==> src/design/mmlm_pkg.sv <==
// Shared constants, types and elaboration-time helpers for the multitrack
// mixer with level meter. No dependencies.
package mmlm_pkg;

   localparam int NUM_TRACKS = 4;
   localparam int WINDOW_LEN = 1470;

   localparam int SAMPLE_W   = 16;
   localparam int GAIN_W     = 16;
   localparam int PROD_A_W   = SAMPLE_W + GAIN_W;
   localparam int PROD_B_W   = PROD_A_W + GAIN_W;
   localparam int GAIN_SHIFT = 30;
   localparam int TERM_W     = PROD_B_W - GAIN_SHIFT + 1;
   localparam int TOTAL_W    = TERM_W + $clog2(NUM_TRACKS);
   localparam int SQ_W       = 2 * SAMPLE_W - 1;
   localparam int SUM_W      = 42;
   localparam int CNT_W      = $clog2(WINDOW_LEN + 1);
   localparam int DB_W       = 13;

   localparam int CSR_IDX_W  = 3;
   localparam int CSR_DATA_W = 16;

   localparam logic [CSR_IDX_W-1:0] CSR_GAIN0  = 3'd0;
   localparam logic [CSR_IDX_W-1:0] CSR_GAIN1  = 3'd1;
   localparam logic [CSR_IDX_W-1:0] CSR_GAIN2  = 3'd2;
   localparam logic [CSR_IDX_W-1:0] CSR_GAIN3  = 3'd3;
   localparam logic [CSR_IDX_W-1:0] CSR_MASTER = 3'd4;
   localparam logic [CSR_IDX_W-1:0] CSR_MUTE   = 3'd5;

   localparam logic [GAIN_W-1:0] GAIN_UNITY = 16'h8000;

   // log2 in Q16: 6 integer bits, 16 fraction bits
   localparam int P_W    = 6;
   localparam int FRAC_W = 16;
   localparam int L2_W   = P_W + FRAC_W;
   localparam int MANT_W = 31;
   localparam int NEG_W  = 22;
   localparam int DBK_W  = 22;
   localparam int DBP_W  = NEG_W + DBK_W;

   localparam logic [DBK_W-1:0] DB_PER_LOG2_Q16 = 22'd3156528;
   localparam logic [11:0] LEVEL_MAG_MAX = 12'd3200;
   localparam logic signed [DB_W-1:0] LEVEL_FLOOR = -13'sd3200;

   typedef logic signed [SAMPLE_W-1:0] sample_type;
   typedef logic [GAIN_W-1:0]          gain_type;
   typedef logic signed [TERM_W-1:0]   term_type;
   typedef logic signed [DB_W-1:0]     db_type;

   // load enables for a pair of consecutive stages
   typedef struct packed {
      logic load_a;
      logic load_b;
   } stage_en_type;

   // bit-exact log2 in Q16, used only at elaboration
   function automatic logic [L2_W-1:0] log2_q16(input logic [63:0] x);
      logic [P_W-1:0]    p;
      logic [63:0]       m;
      logic [FRAC_W-1:0] frac;
      p = '0;
      for (int b = 1; b < 64; b++) begin
         if (x[b]) p = P_W'(b);
      end
      if (p >= P_W'(30)) m = x >> (p - P_W'(30));
      else m = x << (P_W'(30) - p);
      frac = '0;
      for (int i = 0; i < FRAC_W; i++) begin
         m = (m * m) >> 30;
         frac = {frac[FRAC_W-2:0], 1'b0};
         if (m >= 64'h8000_0000) begin
            frac[0] = 1'b1;
            m = m >> 1;
         end
      end
      return {p, frac};
   endfunction

   // log2 of the window length plus the Q30 scale of a full-scale square
   localparam logic [NEG_W-1:0] LOG_OFFSET =
      NEG_W'(log2_q16(64'(WINDOW_LEN))) + NEG_W'(30 * 65536);

endpackage

==> src/design/mmlm_lane.sv <==
// One track lane: sample times track gain, then times master gain, >> 30.
// Depends on mmlm_pkg.
module mmlm_lane import mmlm_pkg::*; (
   input  logic         clock,
   input  stage_en_type en,
   input  sample_type   sample,
   input  gain_type     gain,
   input  gain_type     master,
   input  logic         mute,
   output term_type     term
);

   logic [SAMPLE_W:0]   ext;
   logic [SAMPLE_W:0]   mag;
   logic [PROD_A_W-1:0] prod_a_in, prod_a_ff;
   logic                neg_ff, mute_ff;
   logic [PROD_B_W-1:0] prod_b;
   logic [TERM_W-2:0]   mag_term;
   term_type            term_in, term_ff;

   // magnitude; the most negative sample still fits unsigned
   assign ext       = {sample[SAMPLE_W-1], sample};
   assign mag       = sample[SAMPLE_W-1] ? (~ext + 1'b1) : ext;
   assign prod_a_in = mag[SAMPLE_W-1:0] * gain;

   assign prod_b   = PROD_B_W'(prod_a_ff) * PROD_B_W'(master);
   assign mag_term = prod_b[PROD_B_W-1:GAIN_SHIFT];

   always_comb begin
      if (mute_ff) term_in = '0;
      else if (neg_ff) term_in = -$signed({1'b0, mag_term});
      else term_in = $signed({1'b0, mag_term});
   end

   always_ff @(posedge clock) begin
      if (en.load_a) begin
         prod_a_ff <= prod_a_in;
         neg_ff    <= sample[SAMPLE_W-1];
         mute_ff   <= mute;
      end
      if (en.load_b) term_ff <= term_in;
   end

   assign term = term_ff;

endmodule

==> config.mk <==
export PLATFORM = sky130hd
export DESIGN_NAME = mmlm_lane
export DESIGN_NICKNAME = d
export VERILOG_FILES = /design/src/design/mmlm_pkg.sv /design/src/design/mmlm_lane.sv
export SDC_FILE = /design/constraint.sdc
export NUM_CORES = 2
export LEC_CHECK = 0
export ABC_AREA = 1
export BUFFER_PORTS_ARGS = -buffer_cell sky130_fd_sc_hd__buf_2
export CAP_MARGIN = 30
export CORE_UTILIZATION = 34
export DETAILED_ROUTE_END_ITERATION = 16
export HOLD_SLACK_MARGIN = 0.03
export PLACE_DENSITY = 0.46
export SLEW_MARGIN = 20
export SYNTH_ARGS = -nofsm -noshare
export SYNTH_HDL_FRONTEND = slang
export SYNTH_SLANG_ARGS = --single-unit
==> constraint.sdc <==
create_clock -name clock -period 11.7 [get_ports clock]
set_clock_uncertainty 0.05 [all_clocks]
set_input_delay 2.34 -clock clock [delete_from_list [all_inputs] [get_ports clock]]
set_output_delay 2.34 -clock clock [all_outputs]
set_load 0.02 [all_outputs]
==> summary.md <==
| Metric | Value |
|---|---|
| Slowest-stage cell, CP | fa_1 |
| Cell family with most CP delay | adder cells |
| Critical path endpoint category | flip-flop |
| Outcome | complete, no violations |
| FP Rows | 105 |
| Routed len/inst | 15.7 um |
| Placer congestion estimate | 0.890 |
| Antenna Nets Post-Route | 0 |
| Hold-fix buffers, CTS | 0 |
| Post-CTS Setup Inserts | 0 |
| Synth unique cells | 45 |
| Final Non-Filler Cells | 4,785 |
| Pin count of the biggest net entering global routing | 35 |
| Fin crit period | between 9000 and 10,000 ps |
| Final setup viols | 0 |
| Initial Util | about 34% |
| Synth area leaders | fa_1, nand2_1, inv_1 |
| CTS Root Cell | clkbuf_16 |
| Crit path kind | in2reg |
| Peak Freq | between 100 and 150 MHz |
| Die area | 84,300 um^2 |
| Pre-Repair DR Iteration Count | 6 |
| Max-slew violation count | 0 |
| Syn Nets | 4,669 |
| Sequential area share after synthesis | around 5.6% |
| CTS sink cnt | 53 |
| Synth area leader | fa_1 |
| RSZ-0062 raised after global routing | no |
| TritonCTS buffer count | 5 |
| Layout cells sized above 1 | about 3.4% |
| YS warnings | 0 |
| Antenna violations before repair | 0 |
| Final Cycle Share | 80.9% |
| Total Routed Length | between 70,000 and 80,000 um |
| Highest-count cells in the layout ignoring fill and taps | nand2_1, inv_1, fa_1 |
| Htree depth | 2 |
| CTS clk-pin slew, worst paths | approximately 80 ps |
| Critical path's largest stage delay | approximately 550 ps |
| Via-per-instance ratio | between 4 and 5 |
| CP arrival | between 9000 and 10,000 ps |
| Post-CTS sizing | 0 |
| Critical Path RT | approximately 12,000 ps |
| Grt total ovfl | 0 |
| Area after DPL | 29,400 um^2 |
| CP most frequent cell | inv_1 |
| Drt initial violations | 1,090 |
| Final Hold Fails | 0 |
| I/O Buffers | 70 |
| Core area | 82,100 um^2 |
| Via Count | between 20,000 and 25,000 |
| Slew Limit Headroom | 37.6% |
| Setup TNS | 0 ps |
| Synth Instances | roughly 3,800 |
| Clock Latency Late Sink | 330 ps |
| Final net count | approximately 4,600 |
| Commonest non-fill, non-tap cell in the layout | nand2_1 |
| Worst setup SP type | primary input |
| Mapped Area | between 20,000 and 30,000 um^2 |
| Worst hold slack | between 500 and 600 ps |
| DRC | 0 |
| Critical Path Fanout Max | 18 |
| Hpwl dp | roughly 64,000 um |
| Area growth, synth to finish | 4.73% |
| Cells after DPL | approximately 4,800 |
| Worst hold path type | reg2reg |
| Final Instance Area | approximately 30,000 um^2 |
| CTS Buffer Depth | 2 |
| Synth top area share | around 43% |
| Mean post-synth cell area | ~7.5 um^2 |
| First-pass GRT wire length | between 100,000 and 150,000 um |
| #FFs+latches synth | 53 |
| Die Wd | around 290 um |
| CTS tree | built |
| Number of max-cap violations | 0 |
| Antenna diodes | 0 |
| IO Pins | 71 |
| WP buf/inv | 10 |
| Actual slew at the worst max-slew pin | ~940 ps |
| GRT Total Usage | roughly a fifth |
| Chip height | about 290 um |
| Vias in the first global route | between 20,000 and 25,000 |
cell families (layout without fill, tap and decap cells):
family          count (synthesis)  count (layout)  synth area share [%]
simple gates                 1466            1466                  20.7
buf+inv                      1263            1195                  16.8
fa+ha+maj                     834             834                  53.1
compound gates                129             129                  2.51
flops                          53              53                  5.63
xor+xnor                       38              38                  1.20
Yosys cell counts (all sizes together):
cell        n
o31ai       1
buf         9
nand4      25
nor4        4
nand3b      3
a211oi      2
a21o        2
o2111ai     1
clkbuf    146
nor2      210
or2         3
nand3      56
nor3       24
a21oi      74
ha        223
a21boi      2
o21bai      7
nor3b       1
and3        2
and2b       1
fa        611
xor2       28
edfxtp     53
o21ai      31
or3         1
inv      1108
xnor2      10
o21a        7
and2        2
nand2    1134
a31oi       2
final timing paths:
kind / startpoint / to / slack, ps / depth (start not counted)
max: sample[0] / prod_a_ff[24]$_DFFE_PP_ / 2240 / 34
min: mute_ff$_DFFE_PP_ / term[2]$_SDFFCE_PP0P_ / 580 / 1
max reg2reg: prod_a_ff[17]$_DFFE_PP_ / term[10]$_SDFFCE_PP0P_ / 4540 / 31
min reg2reg: mute_ff$_DFFE_PP_ / term[2]$_SDFFCE_PP0P_ / 580 / 1
layout make-up:
class	instances	area, um^2
Clock buffer	5	125
Clock inverter	2	38.8
Fill cell	8808	52500
Inverter	1108	4160
Multi-Input combinational cell	2467	21900
Sequential cell	53	1590
Tap cell	1070	1340
Timing Repair Buffer	80	429
layer usage:
metal | up-vias | GRT usage [%] | wire (um)
met5 | - | 0 | 0
met4 | 0 | 2.65 | 761
met3 | 41 | 1.33 | 2390
met2 | 306 | 32.9 | 36200
met1 | 10975 | 26.6 | 36000
li1 | 10536 | - | -
flip-flops by register name, indices dropped and copies added, names as in the netlist:
name	count
mute_ff	1
neg_ff	1
prod_a_ff	32
term	19
per-stage QoR:
stage	worst slack (ps)	utilization, %
after floorplan	2850	-
after global placement	1820	35.8
after detailed placement	1750	35.8
after CTS	2100	36.0
after global routing	1610	36.1
final	2240	36.1
Power is not shown: default switching activity piles up to over one toggle a cycle in this logic, so the estimate is an artifact.
