## config.mk

```make
export PLATFORM = sky130hd
export DESIGN_NAME = mmlm_mix
export DESIGN_NICKNAME = d
export VERILOG_FILES = /design/src/design/mmlm_pkg.sv /design/src/design/mmlm_mix.sv
export SDC_FILE = /design/constraint.sdc
export NUM_CORES = 1
export LEC_CHECK = 0
export BUFFER_PORTS_ARGS = -buffer_cell sky130_fd_sc_hd__buf_4
export CORE_ASPECT_RATIO = 0.5
export CORE_MARGIN = 4
export CORE_UTILIZATION = 56
export CTS_CLUSTER_SIZE = 28
export DETAILED_ROUTE_END_ITERATION = 16
export GPL_TIMING_DRIVEN = 1
export PLACE_DENSITY = 0.79
export SLEW_MARGIN = 20
export SYNTH_ARGS = -nofsm -noshare
export SYNTH_HDL_FRONTEND = slang
export SYNTH_SLANG_ARGS = --single-unit
```

## constraint.sdc

```tcl
create_clock -name clock -period 6.2 [get_ports clock]
set_input_delay 1.24 -clock clock [delete_from_list [all_inputs] [get_ports clock]]
set_output_delay 1.24 -clock clock [all_outputs]
set_load 0.01 [all_outputs]
```

## src/design/mmlm_pkg.sv

```systemverilog
// Shared constants, types and elaboration-time helpers for the multitrack
// mixer with level meter. No dependencies.
package mmlm_pkg;

   localparam int NUM_TRACKS = 4;
   localparam int WINDOW_LEN = 1470;

   localparam int SAMPLE_W   = 16;
   localparam int GAIN_W     = 16;
   localparam int PROD_A_W   = SAMPLE_W + GAIN_W;
   localparam int PROD_B_W   = PROD_A_W + GAIN_W;
   localparam int GAIN_SHIFT = 30;
   localparam int TERM_W     = PROD_B_W - GAIN_SHIFT + 1;
   localparam int TOTAL_W    = TERM_W + $clog2(NUM_TRACKS);
   localparam int SQ_W       = 2 * SAMPLE_W - 1;
   localparam int SUM_W      = 42;
   localparam int CNT_W      = $clog2(WINDOW_LEN + 1);
   localparam int DB_W       = 13;

   localparam int CSR_IDX_W  = 3;
   localparam int CSR_DATA_W = 16;

   localparam logic [CSR_IDX_W-1:0] CSR_GAIN0  = 3'd0;
   localparam logic [CSR_IDX_W-1:0] CSR_GAIN1  = 3'd1;
   localparam logic [CSR_IDX_W-1:0] CSR_GAIN2  = 3'd2;
   localparam logic [CSR_IDX_W-1:0] CSR_GAIN3  = 3'd3;
   localparam logic [CSR_IDX_W-1:0] CSR_MASTER = 3'd4;
   localparam logic [CSR_IDX_W-1:0] CSR_MUTE   = 3'd5;

   localparam logic [GAIN_W-1:0] GAIN_UNITY = 16'h8000;

   // log2 in Q16: 6 integer bits, 16 fraction bits
   localparam int P_W    = 6;
   localparam int FRAC_W = 16;
   localparam int L2_W   = P_W + FRAC_W;
   localparam int MANT_W = 31;
   localparam int NEG_W  = 22;
   localparam int DBK_W  = 22;
   localparam int DBP_W  = NEG_W + DBK_W;

   localparam logic [DBK_W-1:0] DB_PER_LOG2_Q16 = 22'd3156528;
   localparam logic [11:0] LEVEL_MAG_MAX = 12'd3200;
   localparam logic signed [DB_W-1:0] LEVEL_FLOOR = -13'sd3200;

   typedef logic signed [SAMPLE_W-1:0] sample_type;
   typedef logic [GAIN_W-1:0]          gain_type;
   typedef logic signed [TERM_W-1:0]   term_type;
   typedef logic signed [DB_W-1:0]     db_type;

   // load enables for a pair of consecutive stages
   typedef struct packed {
      logic load_a;
      logic load_b;
   } stage_en_type;

   // bit-exact log2 in Q16, used only at elaboration
   function automatic logic [L2_W-1:0] log2_q16(input logic [63:0] x);
      logic [P_W-1:0]    p;
      logic [63:0]       m;
      logic [FRAC_W-1:0] frac;
      p = '0;
      for (int b = 1; b < 64; b++) begin
         if (x[b]) p = P_W'(b);
      end
      if (p >= P_W'(30)) m = x >> (p - P_W'(30));
      else m = x << (P_W'(30) - p);
      frac = '0;
      for (int i = 0; i < FRAC_W; i++) begin
         m = (m * m) >> 30;
         frac = {frac[FRAC_W-2:0], 1'b0};
         if (m >= 64'h8000_0000) begin
            frac[0] = 1'b1;
            m = m >> 1;
         end
      end
      return {p, frac};
   endfunction

   // log2 of the window length plus the Q30 scale of a full-scale square
   localparam logic [NEG_W-1:0] LOG_OFFSET =
      NEG_W'(log2_q16(64'(WINDOW_LEN))) + NEG_W'(30 * 65536);

endpackage

```

## src/design/mmlm_mix.sv

```systemverilog
// Merge stage: adds the lane terms, saturates to 16 bits, then squares.
// Depends on mmlm_pkg.
module mmlm_mix import mmlm_pkg::*; (
   input  logic             clock,
   input  stage_en_type     en,
   input  term_type         terms [NUM_TRACKS],
   output sample_type       total,
   output logic [SQ_W-1:0]  square
);

   logic signed [TOTAL_W-1:0] sum;
   sample_type                sat_in, sat_ff, total_ff;
   logic [2*SAMPLE_W-1:0]     sq_full;
   logic [SQ_W-1:0]           sq_ff;

   always_comb begin
      sum = '0;
      for (int i = 0; i < NUM_TRACKS; i++) begin
         sum = sum + TOTAL_W'(terms[i]);
      end
      if (sum > TOTAL_W'(32767)) sat_in = 16'sh7fff;
      else if (sum < -TOTAL_W'(32768)) sat_in = -16'sh8000;
      else sat_in = sum[SAMPLE_W-1:0];
   end

   // full-width signed square; never negative, at most 2^30
   assign sq_full = (2*SAMPLE_W)'(sat_ff) * (2*SAMPLE_W)'(sat_ff);

   always_ff @(posedge clock) begin
      if (en.load_a) sat_ff <= sat_in;
      if (en.load_b) begin
         total_ff <= sat_ff;
         sq_ff    <= sq_full[SQ_W-1:0];
      end
   end

   assign total  = total_ff;
   assign square = sq_ff;

endmodule

```

==> flow_metrics.env <==
export IMPL_cts_tree="built"
export IMPL_worst_slew_margin_rel_pct=54.02
export IMPL_setup_tns_final_ns=0
export IMPL_gp_congestion=0.9525
export IMPL_reg2reg_to="square[30]"
export IMPL_initial_core_util_pct=56.91
export IMPL_numCtsBuffers=9
export IMPL_cap_viol_max_count=0
export IMPL_cp_max_fo=6
export IMPL_grt_max_degree=46
export IMPL_grt_overflow=0
export IMPL_status="finished, final reports clean"
export IMPL_viasPerCell=5.160
export IMPL_hold_start="sat_ff[11]"
export IMPL_grt_pass1_wl_um=45920
export IMPL_io_buffer_count=124
export IMPL_fmax_ghz=0.1659
export IMPL_first_pass_iters=5
export IMPL_end_kind="flip-flop"
export IMPL_setup_viol=0
export IMPL_netlist_cell_type_count=46
export IMPL_period_share_pct=97.20
export IMPL_slowest_stage="fa_2"
export IMPL_cp_startpoint="sat_ff[2]"
export IMPL_final_common_cell="inv_1"
export IMPL_rrSetupSlack_ns=0.17
export IMPL_period_needed_ns=6.027
export IMPL_hpwl_um=22700
export IMPL_clk_latency_ns=0.36
export IMPL_rows=38
export IMPL_ant_nets=0
export IMPL_htreeDepth=3
export IMPL_route_detailed_drc=0
export IMPL_worst_pin_slew_ns=0.6897
export IMPL_die_y_um=113.0
export IMPL_final_layout_size_suffix_gt1_share_pct=16.86
export IMPL_worstSetupPathType="reg -> reg"
export IMPL_die_x_um=217.9
export IMPL_synth_edf_count=61
export IMPL_r2r_cells=21
export IMPL_maxSlewViolCount=0
export IMPL_num_fill_cells=1666
export IMPL_syn_num_nets=1670
export IMPL_synth_seq_cells=61
export IMPL_regArea_sq_um=1832
export IMPL_via_count=8741
export IMPL_grt_pass1_vias=9819
export IMPL_syn_to_final_growth_pct=16.95
export IMPL_clock_sinks=61
export IMPL_slowest_delay_ns=0.70
export IMPL_startpoint_type="flip-flop"
export IMPL_drt_iter0_drc=545
export IMPL_diodes=0
export IMPL_grt_setup_unrepaired="yes"
export IMPL_ctsLongestPathBuffers=2
export IMPL_clock_skew_ns=0.01126
export IMPL_multiInputGateArea_sq_um=9180
export IMPL_antenna_found_initial=0
export IMPL_num_io_pins=126
export IMPL_crit_path_cell_trace="buf_4, inv_1, buf_4, nor2_2, fa_2, fa_1, fa_1, fa_1, fa_1, inv_1, fa_1, inv_1, ha_1, and3_2, a221o_1, nand2_1, o31ai_4, a21oi_2, nand2b_1, a21oi_1, xnor2_1"
export IMPL_holdWs_ns=0.5008
export IMPL_r2r_start="sat_ff[2]"
export IMPL_grt_total_usage_pct=23.63
export IMPL_cts_root_buffer="clkbuf_16"
export IMPL_path_common_cell="fa_1"
export IMPL_core_area_sq_um=21680
export IMPL_synthesis_area_per_instance_sq_um=10.15
export IMPL_wl_per_cell_um=15.89
export IMPL_async_flop_share_pct=0
export IMPL_finalWirelength_um=26920
export IMPL_nNetsFinal=1843
export IMPL_yosysSeqAreaShare_pct=14.85
export IMPL_die_area_sq_um=24620
export IMPL_syn_inst=1216
export IMPL_ys_warnings_count=0
export IMPL_cp_arrival_ns=6.13
export IMPL_hold_viol=0
export IMPL_path_clk_slew_ns=0.06
export IMPL_synth_flop_cell="edfxtp_1"
export IMPL_hold_class="reg -> reg"
export IMPL_crit_end="square[30]"
export IMPL_required_ns=6.30
export IMPL_final_cell_mix="352 x inv_1, 268 x fa_1, 187 x buf_4"
export IMPL_synth_area_sq_um=12340
==> what timing repair did <==
action / in CTS / in global routing
gates resized for setup: 7 / 21
endpoints found under the setup margin: 8 / 10
hold buffers: 0 / 0
gates cloned: 0 / 0
setup buffers: 0 / 4
pin swaps: 0 / 8
==> cell usage after synthesis (all sizes together), types with 2 or more instances <==
| master | count | share of area, % |
|---|---|---|
| inv | 353 | 11 |
| fa | 270 | 44 |
| ha | 105 | 11 |
| nand2 | 85 | 2.6 |
| edfxtp | 61 | 15 |
| nor2 | 46 | 1.4 |
| and2 | 42 | 2.1 |
| xnor2 | 41 | 2.9 |
| a21oi | 36 | 1.5 |
| o21ai | 33 | 1.4 |
| clkbuf | 22 | 0.67 |
| a21o | 20 | 1.2 |
| xor2 | 20 | 1.4 |
| nand2b | 8 | 0.41 |
| o21a | 7 | 0.43 |
| and3 | 6 | 0.30 |
| nand3 | 6 | 0.24 |
| o21bai | 6 | 0.37 |
| a211oi | 5 | 0.30 |
| buf | 5 | 0.33 |
| a31o | 4 | 0.28 |
| nor3 | 4 | 0.16 |
| o211ai | 4 | 0.24 |
| a31oi | 3 | 0.15 |
| nor2b | 3 | 0.15 |
| o31ai | 3 | 0.18 |
| a311o | 2 | 0.16 |
| a41oi | 2 | 0.20 |
| nand4 | 2 | 0.10 |
| or2 | 2 | 0.10 |
==> flip-flops by register name, indices dropped and copies added (netlist names) <==
register / flops
square: 29
total: 16
sat_ff: 16
==> per-layer routing <==
layer | part of all wire, % | track usage [%] | vias to the layer above
li1 | - | - | 3989
met1 | 40 | 29.33 | 4403
met2 | 51 | 41.18 | 280
met3 | 5.8 | 4.722 | 69
met4 | 3.5 | 9.508 | 0
met5 | 0 | 0 | -
==> per-stage QoR <==
stage,area (sq um),cells,setup WS [ns],util (%)
after floorplan,12340,1216,0.05086,-
after global placement,13990,1674,-0.1397,64.53
after detailed placement,13990,1674,-0.2340,64.53
after CTS,14290,1690,0.06778,65.92
after global routing,14430,1694,-0.04296,66.55
final,14430,1694,0.1735,66.55
==> final cells by class <==
| type | instances | share of cell area (%) |
|---|---|---|
| clock buffers | 9 | 1.561 |
| clock inverters | 7 | 0.3642 |
| multi-input cells | 774 | 63.62 |
| well taps | 300 | 2.601 |
| repair buffers | 189 | 9.946 |
| flip-flops and latches | 61 | 12.70 |
| inverters | 354 | 9.209 |
==> worst max-delay path: cells and delay by family (launching register included) <==
| kind | cells | cell delay (ns) |
|---|---|---|
| AOI/OAI and AO/OA | 4 | 0.84 |
| xor gates and xnor gates | 1 | 0.08 |
| adders and majority gates | 7 | 3.44 |
| buffers and inverters | 5 | 0.46 |
| DFF | 1 | 0.42 |
| and+or+nand+nor | 4 | 0.51 |
==> worst min path at each step <==
stage / to / cells past startpoint / slack [ns]
3_5_place_dp: total[11] / 0 / 0.49
6_report: total[11] / 0 / 0.50
5_1_grt: total[11] / 0 / 0.52
4_1_cts: total[11] / 0 / 0.50
3_3_place_gp: total[11] / 0 / 0.48
2_1_floorplan: total[13] / 0 / 0.42
==> cell families after synthesis <==
| family | count (synthesis) | synth area share [%] |
|---|---|---|
| other | 1 | 0.03039 |
| AND/OR/NAND/NOR | 207 | 7.758 |
| AO/OA/AOI/OAI | 129 | 6.713 |
| buffers and inverters | 381 | 11.77 |
| multiplexers | 1 | 0.09126 |
| adder cells (fa/ha/maj) | 375 | 54.46 |
| XOR/XNOR | 61 | 4.330 |
| flip-flops | 61 | 14.85 |
Power is not shown: default switching activity piles up to over one toggle a cycle in this logic, so the estimate is an artifact.
