File: config.mk
export PLATFORM = sky130hd
export DESIGN_NAME = mmlm_level
export DESIGN_NICKNAME = d
export VERILOG_FILES = /design/src/design/mmlm_pkg.sv /design/src/design/mmlm_level.sv
export SDC_FILE = /design/constraint.sdc
export NUM_CORES = 2
export LEC_CHECK = 0
export CAP_MARGIN = 20
export CELL_PAD_IN_SITES_DETAIL_PLACEMENT = 2
export CELL_PAD_IN_SITES_GLOBAL_PLACEMENT = 2
export CORE_MARGIN = 2
export CORE_UTILIZATION = 47
export CTS_CLUSTER_DIAMETER = 40
export DETAILED_ROUTE_END_ITERATION = 6
export DONT_BUFFER_PORTS = 1
export PLACE_DENSITY_LB_ADDON = 0.12
export SLEW_MARGIN = 15
export SYNTH_ARGS = -nofsm -noshare
export SYNTH_HDL_FRONTEND = slang
export SYNTH_SLANG_ARGS = --single-unit
File: constraint.sdc
create_clock -name clock -period 13.7 [get_ports clock]
set_clock_uncertainty 0.05 [all_clocks]
set_input_delay 2.055 -clock clock [delete_from_list [all_inputs] [get_ports clock]]
set_output_delay 2.055 -clock clock [all_outputs]
set_load 0.01 [all_outputs]
File: src/design/mmlm_pkg.sv
// Shared constants, types and elaboration-time helpers for the multitrack
// mixer with level meter. No dependencies.
package mmlm_pkg;

   localparam int NUM_TRACKS = 4;
   localparam int WINDOW_LEN = 1470;

   localparam int SAMPLE_W   = 16;
   localparam int GAIN_W     = 16;
   localparam int PROD_A_W   = SAMPLE_W + GAIN_W;
   localparam int PROD_B_W   = PROD_A_W + GAIN_W;
   localparam int GAIN_SHIFT = 30;
   localparam int TERM_W     = PROD_B_W - GAIN_SHIFT + 1;
   localparam int TOTAL_W    = TERM_W + $clog2(NUM_TRACKS);
   localparam int SQ_W       = 2 * SAMPLE_W - 1;
   localparam int SUM_W      = 42;
   localparam int CNT_W      = $clog2(WINDOW_LEN + 1);
   localparam int DB_W       = 13;

   localparam int CSR_IDX_W  = 3;
   localparam int CSR_DATA_W = 16;

   localparam logic [CSR_IDX_W-1:0] CSR_GAIN0  = 3'd0;
   localparam logic [CSR_IDX_W-1:0] CSR_GAIN1  = 3'd1;
   localparam logic [CSR_IDX_W-1:0] CSR_GAIN2  = 3'd2;
   localparam logic [CSR_IDX_W-1:0] CSR_GAIN3  = 3'd3;
   localparam logic [CSR_IDX_W-1:0] CSR_MASTER = 3'd4;
   localparam logic [CSR_IDX_W-1:0] CSR_MUTE   = 3'd5;

   localparam logic [GAIN_W-1:0] GAIN_UNITY = 16'h8000;

   // log2 in Q16: 6 integer bits, 16 fraction bits
   localparam int P_W    = 6;
   localparam int FRAC_W = 16;
   localparam int L2_W   = P_W + FRAC_W;
   localparam int MANT_W = 31;
   localparam int NEG_W  = 22;
   localparam int DBK_W  = 22;
   localparam int DBP_W  = NEG_W + DBK_W;

   localparam logic [DBK_W-1:0] DB_PER_LOG2_Q16 = 22'd3156528;
   localparam logic [11:0] LEVEL_MAG_MAX = 12'd3200;
   localparam logic signed [DB_W-1:0] LEVEL_FLOOR = -13'sd3200;

   typedef logic signed [SAMPLE_W-1:0] sample_type;
   typedef logic [GAIN_W-1:0]          gain_type;
   typedef logic signed [TERM_W-1:0]   term_type;
   typedef logic signed [DB_W-1:0]     db_type;

   // load enables for a pair of consecutive stages
   typedef struct packed {
      logic load_a;
      logic load_b;
   } stage_en_type;

   // bit-exact log2 in Q16, used only at elaboration
   function automatic logic [L2_W-1:0] log2_q16(input logic [63:0] x);
      logic [P_W-1:0]    p;
      logic [63:0]       m;
      logic [FRAC_W-1:0] frac;
      p = '0;
      for (int b = 1; b < 64; b++) begin
         if (x[b]) p = P_W'(b);
      end
      if (p >= P_W'(30)) m = x >> (p - P_W'(30));
      else m = x << (P_W'(30) - p);
      frac = '0;
      for (int i = 0; i < FRAC_W; i++) begin
         m = (m * m) >> 30;
         frac = {frac[FRAC_W-2:0], 1'b0};
         if (m >= 64'h8000_0000) begin
            frac[0] = 1'b1;
            m = m >> 1;
         end
      end
      return {p, frac};
   endfunction

   // log2 of the window length plus the Q30 scale of a full-scale square
   localparam logic [NEG_W-1:0] LOG_OFFSET =
      NEG_W'(log2_q16(64'(WINDOW_LEN))) + NEG_W'(30 * 65536);

endpackage

File: src/design/mmlm_level.sv
// Window level: normalise, 16 squaring rounds of log2, scale to 1/16 dB.
// Depends on mmlm_pkg.
module mmlm_level import mmlm_pkg::*; (
   input  logic             clock,
   input  logic             reset,
   input  logic             start,
   input  logic [SUM_W-1:0] sum,
   output logic             busy,
   output db_type           db
);

   typedef enum logic [2:0] {IDLE, NORM, ROUND, SUBT, MULT, FIN} state_type;

   state_type          state_ff, state_in;
   logic [SUM_W-1:0]   x_ff, x_in;
   logic [P_W-1:0]     p_ff, p_in;
   logic [MANT_W-1:0]  m_ff, m_in;
   logic [FRAC_W-1:0]  frac_ff, frac_in;
   logic [3:0]         round_ff, round_in;
   logic [NEG_W-1:0]   neg_ff, neg_in;
   logic [DBP_W-1:0]   prod_ff, prod_in;
   db_type             db_ff, db_in;
   logic [2*MANT_W-1:0] sq;
   logic signed [NEG_W:0] diff;
   logic [DBP_W-1:0]   rnd;
   logic [DBP_W-17:0]  magw;
   logic [11:0]        mag;

   assign sq   = m_ff * m_ff;
   assign diff = $signed({1'b0, LOG_OFFSET}) - $signed({1'b0, p_ff, frac_ff});
   assign rnd  = prod_ff + DBP_W'(32768);
   assign magw = rnd[DBP_W-1:16];
   assign mag  = (magw > (DBP_W-16)'(LEVEL_MAG_MAX)) ? LEVEL_MAG_MAX : magw[11:0];

   always_comb begin
      state_in = state_ff;
      x_in     = x_ff;
      p_in     = p_ff;
      m_in     = m_ff;
      frac_in  = frac_ff;
      round_in = round_ff;
      neg_in   = neg_ff;
      prod_in  = prod_ff;
      db_in    = db_ff;
      case (state_ff)
         IDLE: begin
            if (start) begin
               if (sum == '0) begin
                  db_in = LEVEL_FLOOR;     // silent window
               end else begin
                  x_in     = sum;
                  p_in     = P_W'(SUM_W - 1);
                  state_in = NORM;
               end
            end
         end
         NORM: begin
            if (x_ff[SUM_W-1]) begin
               m_in     = x_ff[SUM_W-1 -: MANT_W];
               frac_in  = '0;
               round_in = '0;
               state_in = ROUND;
            end else begin
               x_in = {x_ff[SUM_W-2:0], 1'b0};
               p_in = p_ff - 1'b1;
            end
         end
         ROUND: begin
            frac_in  = {frac_ff[FRAC_W-2:0], sq[2*MANT_W-1]};
            m_in     = sq[2*MANT_W-1] ? sq[2*MANT_W-1 -: MANT_W] : sq[2*MANT_W-2 -: MANT_W];
            round_in = round_ff + 1'b1;
            if (round_ff == 4'hf) state_in = SUBT;
         end
         SUBT: begin
            // louder than full scale clamps to 0 dB
            neg_in   = diff[NEG_W] ? '0 : diff[NEG_W-1:0];
            state_in = MULT;
         end
         MULT: begin
            prod_in  = neg_ff * DB_PER_LOG2_Q16;
            state_in = FIN;
         end
         FIN: begin
            db_in    = DB_W'(0) - DB_W'(mag);
            state_in = IDLE;
         end
         default: state_in = IDLE;
      endcase
   end

   always_ff @(posedge clock) begin
      if (reset) state_ff <= IDLE;
      else state_ff <= state_in;
      x_ff     <= x_in;
      p_ff     <= p_in;
      m_ff     <= m_in;
      frac_ff  <= frac_in;
      round_ff <= round_in;
      neg_ff   <= neg_in;
      prod_ff  <= prod_in;
      db_ff    <= db_in;
   end

   assign busy = (state_ff != IDLE);
   assign db   = db_ff;

endmodule

==> key figures <==
Run status
  – Status: completed

Clock network
  – PostCTS Resize Cnt: 0
  – CTS Buffer Depth: 2
  – CTS Buf Count: 17
  – Clock sink count: ~170
  – Clk Latency, worst-skew pair: 460 ps
  – CTS tree: built
  – Clk slew on worst S/H paths: 90 ps
  – Setup bufs post-CTS: 0
  – Root Buffer: clkbuf_16
  – Hold Buf Count CTS: 0
  – H-Tree Depth: 4

Floorplanning
  – Initial Util: 47.6%
  – DIE AREA: 88800 sq um
  – FP Rows: roughly 110
  – Die Wd: slightly below 300 um
  – Core area: between 80000 and 90000 sq um
  – # IOs: 59
  – Die height: between 200 and 300 um

Routing
  – Met2 WL: around 77 mm
  – DR pass1 iterations: 5
  – Drc violations: 0
  – Via count of the routed design: 30700
  – Final WL: approximately 150 mm
  – Via-to-Cell Ratio: 5.71
  – Highest Signal Layer: met5
  – M1 WL: 56.8 mm
  – Met3 WL: 6.31 mm
  – Routed WL per cell: 27.4 um
  – Antenna Violating Nets Remaining: 0
  – Initial DRC Count: ~1500

Yosys
  – Most frequent cell after synthesis: inv_1
  – Synthesized instance count: roughly 4300
  – Number of flops mapped to enable cells by yosys: between 150 and 200
  – Mapped Nets: 5617
  – Mapped Avg Cell Area: 9.46 sq um
  – Share of the synthesized area in the top cell type: 40.6%
  – Warnings from Yosys: 0
  – Primary FF master, synth: edfxtp_1
  – Unique masters post-synth: just over 70
  – Yosys top cell by area: fa_1
  – Commonest cells post-synth: inv_1 (1133), fa_1 (824), nand2_1 (458)
  – Synth async-reset ratio: 0%
  – #FFs+latches synth: approximately 170
  – Post-synthesis sequential area ratio: between 10% and 20%
  – Mapped cell area: 40600 sq um
  – Top cells by area, synth: fa_1 (41%), ha_1 (14%), edfxtp_1 (12%)

Timing
  – Worst-Margin Slew: roughly 1100 ps
  – Hold Fails Final Rpt: 0
  – Min Clock Period, post-route: 10240 ps
  – Setup TNS: 0 ps
  – Final setup viols: 0
  – Peak Freq: a little under 100 MHz
  – Slew Limit Fails: 0
  – RSZ-0062 raised after global routing: false
  – Post-route clock period utilization: about three quarters
  – Relative slew slack: ~28%

Final layout
  – Layout cells sized above 1: between 2 and 3%
  – Area Overhead vs Synth: 4.64%
  – Fin area: about 43000 sq um
  – Post-layout nets: roughly 5500

Critical path
  – Cell Chain, Critical Path: buf_4 -> clkinv_1 -> nor2_1 -> fa_1 -> fa_1 -> fa_1 -> inv_1 -> fa_1 -> inv_1 -> fa_1 -> fa_1 -> fa_1 -> fa_1 -> ha_1 -> nand4_1 -> nor4_1 -> o311ai_0 -> a32oi_1 -> buf_4 -> nand3_1 -> a211oi_1 -> a211o_1 -> nand3_1 -> o311ai_0
  – CP Capture Type: register
  – Kind of critical path: reg -> reg
  – CP max FO: 25
  – Crit path DAT: 10400 ps
  – Crit path max-delay family: adder cells
  – Critical path required time: around 14000 ps
  – Crit-path max cell delay: 800 ps
  – Critical path's most frequent cell: fa_1
  – Startpoint types: register
  – Slowest cell on crit path: clkinv_1
  – CP Buf/Inv Count: 5

Placed design
  – Buffers on Ports: 0
  – Post-placement cell area: about 42000 sq um
  – Hpwl dp: 117 mm
  – RePlAce Congestion: around 0.91

Global route
  – Initial antenna violation count: 9
  – Vias in the first global route: between 30000 and 40000
  – Total track usage: between 30 and 40%
  – First-pass GRT wire length: between 200 and 250 mm
  – Largest net degree at the start of global routing: 64
  – GRT overflow: 0

Run
  – Max_cap viols: 0

Hold path
  – Hold crit path type: reg -> reg
==> cell families (layout without fill, tap and decap cells) <==
kind of cell	Yosys count	in the layout	synth area share [%]
fa+ha+maj	1279	1279	54.6
mux	11	11	0.280
xor+xnor	115	115	2.48
buf+inv	1279	1215	11.8
simple gates	1040	1040	12.2
compound gates	403	403	6.41
other cells	0	2	0
flops	166	166	12.2
==> final cells by class <==
class | instances | area, sq um
Multi-Input combinational cell | 2848 | 30900
Timing Repair Buffer | 47 | 350
Sequential cell | 166 | 4950
Antenna cell | 2 | 5.00
Inverter | 1136 | 4260
Fill cell | 9102 | 42900
Tap cell | 1144 | 1430
Clock buffer | 17 | 425
Clock inverter | 15 | 184
==> stage by stage <==
step | util, % | setup WS (ps) | hold slack [ps] | std cells
after floorplan | - | 5890 | 471 | 4293
after global placement | 49.0 | 4100 | 491 | 5340
after detailed placement | 49.0 | 3680 | 496 | 5340
after CTS | 49.8 | 3630 | 516 | 5372
after global routing | 49.8 | 3130 | 537 | 5373
final | 49.8 | 3460 | 517 | 5375
==> worst register-to-register path, delay by kind of cell (launching register included) <==
family	cells	cell delay, ps
buf+inv	5	1620
fa+ha+maj	9	4440
simple gates	5	1480
flops	1	340
compound gates	5	2090
==> registers in the layout, indices dropped and copies added (netlist names) <==
| name | count |
|---|---|
| db | 13 |
| frac_ff | 16 |
| m_ff | 31 |
| neg_ff | 22 |
| p_ff | 6 |
| prod_ff | 29 |
| round_ff | 4 |
| state_ff | 3 |
| x_ff | 42 |
==> path summary, 6_finish.rpt <==
kind                    from        end  slack [ps]  depth (start not counted)
setup / recovery     m_ff[6]    m_ff[1]        3460                         24
hold / removal    frac_ff[0]  neg_ff[0]         520                          1
setup reg to reg     m_ff[6]    m_ff[1]        3460                         24
hold reg to reg   frac_ff[0]  neg_ff[0]         520                          1
==> layout by cell type (no fill, tap or decap), types with 13 or more instances in the layout <==
cell type	n
a21o_1	38
and2_1	217
nor3_1	38
xor2_1	51
nor2_1	136
a21oi_1	94
o21bai_1	13
fa_1	824
or3_1	14
and3_1	27
o21ai_0	108
clkbuf_16	17
nand3_1	57
xnor2_1	64
edfxtp_1	163
buf_4	46
inv_1	1133
nand4_1	23
o211ai_1	19
nor2b_1	13
ha_1	455
nand2_1	457
a211oi_1	15
nor4_1	15
==> routing by layer <==
layer  track usage, %  up-vias
met5                0        -
met4             14.7        4
met3             3.59      390
met2             61.8      936
met1             41.2    16400
li1                 -    13000
Power is left out: the tool's default activity adds up to more than one toggle a clock period on the data nets, which glitch-free logic cannot reach.
